--- src/sv/celcs_pkg.sv ---
// ----------------------------------------------------------------------------
// celcs_pkg
// Shared types and constants for the circular event log core.
// ----------------------------------------------------------------------------
package celcs_pkg;

    localparam logic [1:0] REQ_LOG     = 2'd0;
    localparam logic [1:0] REQ_BEGIN   = 2'd1;
    localparam logic [1:0] REQ_READOUT = 2'd2;

    localparam logic [1:0] CFG_START = 2'd0;
    localparam logic [1:0] CFG_PRIV  = 2'd1;
    localparam logic [1:0] CFG_TYPE  = 2'd2;

    localparam logic [7:0] CHAR_MASK  = 8'h7F;
    localparam logic [7:0] CHAR_SPACE = 8'h20;

    typedef struct packed {
        logic [7:0]  priv;
        logic [7:0]  kind;
        logic [31:0] text;
        logic [31:0] ip;
        logic [47:0] mac;
        logic [31:0] tstamp;
    } entry_t;

    typedef enum logic [2:0] {
        ST_IDLE,
        ST_SEARCH,
        ST_HEADER,
        ST_WALK,
        ST_EMIT
    } state_t;

    // shift control handed to every cell
    typedef struct packed {
        logic rotate;  // all cells pass data one place towards cell 0
        logic push;    // new entry enters at the tail
    } cell_ctl_t;

    function automatic logic [31:0] cut_text(input logic [31:0] t);
        logic [31:0] r;
        logic        ended;
        r = '0;
        ended = 1'b0;
        for (int k = 0; k < 4; k++) begin
            if (t[8*k +: 8] == 8'd0) ended = 1'b1;
            if (!ended) r[8*k +: 8] = t[8*k +: 8];
        end
        return r;
    endfunction

    function automatic logic [31:0] sanitize(input logic [31:0] t);
        logic [31:0] r;
        logic        ended;
        logic [7:0]  c;
        r = '0;
        ended = 1'b0;
        for (int k = 0; k < 4; k++) begin
            c = t[8*k +: 8];
            if (c == 8'd0) ended = 1'b1;
            if (ended) begin
                c = CHAR_SPACE;
            end else begin
                c = c & CHAR_MASK;
                if (c < CHAR_SPACE) c = CHAR_SPACE;
            end
            r[8*k +: 8] = c;
        end
        return r;
    endfunction

endpackage

--- src/sv/celcs_cell.sv ---
// ----------------------------------------------------------------------------
// celcs_cell
// One slot of the entry chain: holds an entry and takes its neighbour's.
// ----------------------------------------------------------------------------
module celcs_cell (
    input  logic                 aclk,
    input  celcs_pkg::cell_ctl_t ctl,
    input  celcs_pkg::entry_t    from_up,
    input  celcs_pkg::entry_t    wrap_in,
    input  logic                 take_wrap,
    output celcs_pkg::entry_t    data
);
    celcs_pkg::entry_t data_reg;

    always_ff @(posedge aclk) begin
        if (ctl.rotate) begin
            data_reg <= take_wrap ? wrap_in : from_up;
        end else if (ctl.push) begin
            data_reg <= from_up;
        end
    end

    assign data = data_reg;
endmodule

--- config.mk ---
export PLATFORM = sky130hd
export DESIGN_NAME = celcs_cell
export DESIGN_NICKNAME = d
export VERILOG_FILES = /design/src/sv/celcs_pkg.sv /design/src/sv/celcs_cell.sv
export SDC_FILE = /design/constraint.sdc
export NUM_CORES = 1
export LEC_CHECK = 0
export ABC_AREA = 1
export BUFFER_PORTS_ARGS = -buffer_cell sky130_fd_sc_hd__buf_2
export CELL_PAD_IN_SITES_DETAIL_PLACEMENT = 1
export CELL_PAD_IN_SITES_GLOBAL_PLACEMENT = 2
export CORE_AREA = 2 2 186 188
export CTS_CLUSTER_DIAMETER = 200
export DETAILED_ROUTE_END_ITERATION = 12
export DIE_AREA = 0 0 188 190
export HOLD_SLACK_MARGIN = 0.08
export PLACE_DENSITY_LB_ADDON = 0.1
export RECOVER_POWER = 25
export SYNTH_ARGS = -nofsm -noshare
export SYNTH_HDL_FRONTEND = slang
export SYNTH_SLANG_ARGS = --single-unit
--- constraint.sdc ---
create_clock -name aclk -period 3.9 [get_ports aclk]
set_clock_uncertainty 0.2 [all_clocks]
set_input_delay 0.195 -clock aclk [delete_from_list [all_inputs] [get_ports aclk]]
set_output_delay 0.195 -clock aclk [all_outputs]
set_load 0.03 [all_outputs]
==> Word level (Yosys, flattened, before mapping) <==
Index checks and enable logic that the tools add are counted.
{ "classes": {"add_sub_neg": 0, "multipliers": 0, "n_div": 0, "magnitude_cmp": 0, "eq_ne": 0, "n_shift": 0, "mux": 3, "n_bitwise": 0, "n_reduce_logical": 1} }
{ "op_table": {"columns": ["operator", "count"], "rows": [
  ["$mux 160", 3],
  ["$reduce_bool 2->1", 1]
]} }
{ "word_totals": {"regBits": 160, "latch_bits": 0, "ram_bits": 0, "romBits": 0, "wordCells": 10, "n_memories": 0} }

==> Depth between registers and ports, before layout <==
{ "logic_depth": {"depth_word": 2, "mapped_depth": 6} }

==> Worst setup path after synthesis <==
Ideal clock, no wire load.
{ "synth_path": {"kind": "input port to flip-flop", "from": "input port ctl[1] in the netlist's numbering", "to": "register data_reg (netlist bit data[0]), enable pin", "setup_time_ps": 453, "arrival_ps": 2449, "required_ps": 3247, "setup_slack_ps": 798, "path_stages": 3, "path_cell_list": "buf_4 > buf_4 > or2_2"} }
{ "synth_between": {"elab_chain_cells": 1} }
{ "synth_lines": {"columns": ["element", "line", "rtl"], "rows": [
  ["from (decl)", "celcs_cell.sv:7", "input celcs_pkg::cell_ctl_t ctl,"],
  ["$reduce_bool 2->1 (no line)", null, null],
  ["to (signal assigned)", "celcs_cell.sv:17", "data_reg <= take_wrap ? wrap_in : from_up;"],
  ["to (signal assigned)", "celcs_cell.sv:19", "data_reg <= from_up;"],
  ["to (decl)", "celcs_cell.sv:13", "celcs_pkg::entry_t data_reg;"]
]} }
No other way between the ends.
A chain may end at the register's enable or synchronous reset.

==> Final worst setup path <==
{ "layout_path": {"from": "input port ctl[1] in the netlist's numbering", "to": "register data_reg (netlist bit data[2]), enable pin"} }
Same word-level chain as after synthesis.

==> run summary <==
The flow ran to the end, but the final reports show violations. The final reports fail on max-capacitance violations, max-slew violations. The clock drives 160 sinks.

The synthesized netlist cell count came out at 695. The number of antenna-violating nets in the routed design is 0. The post-detailed-route via-to-cell ratio is 4.21, and the total count of max-transition violations in the final report is 35. After clock tree synthesis, the clock-pin slew on the worst setup and hold paths is 0.07 ns. The synthesized netlist occupies a cell area of 7180 um^2. TritonCTS built the clock tree. The total power per unit cell area was 377 nW/um^2; the TritonCTS buffer count was 17. The total area inside the core boundary comes to 33900 um^2.

Share of async-settable or async-resettable flops after synthesis: 0%. The endpoint required time on the critical path came out at 3.83 ns. For the count of pins on the block boundary, the log shows 484.

VDD sags by at most 298 uV. The mean instance size in the synthesized netlist was 10.3 um^2. Entering global routing, the biggest net connects 83 pins. By area the synthesized netlist is led by edfxtp_1 (67%), nand2_1 (17%), nand3_1 (11%).

The worst hold path belongs to the class primary input to flip-flop. Total via count after detailed routing: 8194. Summed over all failing endpoints, the final setup total negative slack is 0 ns.

Following the worst setup path forward leads to its endpoint at data[2]. The iteration count of the initial detailed-routing pass came out at 5. The final design utilization was 40.0%; the maximum fanout along the worst path was 46. The number of flip-flops under the largest register name was 160; the clock period minus worst slack was 2.54 ns.

The number of hold-slack violations in the final timing report was 0. STA classifies the critical path startpoint as a primary input. Setup violations remaining at the end of the flow were counted as 0. Of the available clock period, the critical path in the final layout requires 65.1%.

The initial antenna violation count came out at 9. In this run the horizontal extent of the chip is 188 um. The category of the critical setup timing path is primary input to flip-flop. The max-cap violation count was 1; the relative slew slack was -22.7%. The maximum level of the CTS H-tree was 4; the initial core utilization was 21.2%. The run gives 8777 as the number of global-route vias before repair. Of all cell types, the one taking the most synthesized area is edfxtp_1. The estimated wirelength of the detail-placed design was 22.6 mm. For the floorplan die area, the log shows 35700 um^2. The first global-routing pass estimated 50.3 mm of wire.

For this run, the leading register cell type out of synthesis is edfxtp_1. Wires add up to 33.5 mm. Number of remaining DRC errors: 0. In this run the static leakage power is 0.00638 uW. Flop and latch count out of synthesis: 160. The power consumption was 5120 uW. Clock tree synthesis selected as its root buffer the cell clkbuf_16.

The worst setup path is captured at a flip-flop. At the end of routability-driven placement, the weighted congestion stood at 0.758. The longest clock path from root to sink contains 2 buffers. The cell count after placement is 1590. For this run, the top clock speed supported by timing is 394 MHz.

The count of distinct cell types in the synthesized netlist was 9. The top cell type's share of synthesized area was 66.9%. Counting every net in the synthesized netlist gives 1019.

During synthesis, Yosys emitted a total of 0 warnings. In this run the post-CTS setup repair buffer count came out at 0. The final layout contains 1798 nets. The post-synthesis to final-layout area growth was 89.0%; the number of flops mapped to enable cells by yosys was 160. Final hold analysis gives a worst-case slack of 0.379 ns. Global routing used 18.6% of the available tracks. By count the netlist is led by nand2_1 (320), edfxtp_1 (160), nand3_1 (160). The worst-margin pin slew is 1.84 ns. Start point of the critical path: ctl[1]. The fraction of final layout cells with drive strength greater than 1 was 29.1%; the starting DRC count in detailed routing was 230. The average wire per standard cell came out at 17.2 um. The final global-route overflow total is 0, and the arrival time at the worst endpoint is 2.47 ns.

The number of rows in the core area was 68; the final standard cell count with taps included and fillers excluded was 1947. Buffers placed on the I/O ports in this run total 483. In the post-synthesis netlist, the cell with the most instances is nand2_1. The die span in y is 190 um. Setup repair after global routing left no endpoint under its margin.

Sequential cells were found to cover 66.9% of the synthesized design area.
repair_timing:
action	4_1_cts	5_1_grt
endpoints found under the hold margin	160	0
hold buffers	320	0
gates resized for setup	0	0
final cells by class:
class	count	area [um^2]
antenna	5	12.5
clock buffer	20	437
clock inverter	12	95.1
fill	4063	20400
multi-input combinational	482	2030
sequential	160	4800
tap	455	569
timing repair buffer	813	5630
critical path, stage by stage:
cell,delay [ns]
buf_6,0.33
or2_1,1.42
buf_4,0.47
logic make-up (layout without fill, tap and decap cells):
kind of cell | after synthesis | in the layout | synth area share (%)
AND/OR/NAND/NOR | 482 | 482 | 28.1
other | 0 | 5 | 0
buffers and inverters | 53 | 845 | 5.02
flip-flops | 160 | 160 | 66.9
stage by stage:
stage,instance area (um^2),setup WS [ns]
floorplan,7180,0.798
global placement,9940,1.74
detailed placement,9940,1.76
CTS,13700,1.71
global route,13600,1.15
finish,13600,1.36
per-layer routing:
metal	track usage, %	share of wire (%)	up-vias
li1	-	-	3934
met1	19.4	38	3914
met2	34.4	52	298
met3	7.25	8.1	40
met4	5.81	1.7	8
met5	0	0.15	-
how the worst min path moves through the flow:
| stage | from | end | cells past startpoint |
|---|---|---|---|
| after detailed placement | from_up[144] | data[144] | 3 |
| after global routing | wrap_in[49] | data[49] | 4 |
| after floorplan | from_up[0] | data[0] | 2 |
| final | wrap_in[53] | data[53] | 4 |
| after CTS | ctl[0] | data[133] | 2 |
| after global placement | from_up[95] | data[95] | 3 |
where the power goes:
part           total, uW  switching, uW  internal (uW)
clock               1590            726            869
combinational       1360            806            553
sequential          2170           52.0           2120
total               5120           1580           3540
cells in the final DEF (no fill, tap or decap), drive strengths merged:
cell	n
buf	404
clkbuf	109
dlygate4sd3	320
or2	1
edfxtp	160
nand2	321
clkinvlp	3
clkinv	8
diode	5
bufinv	1
nand3	160
Note: power is estimated with default switching activity, not from simulation.
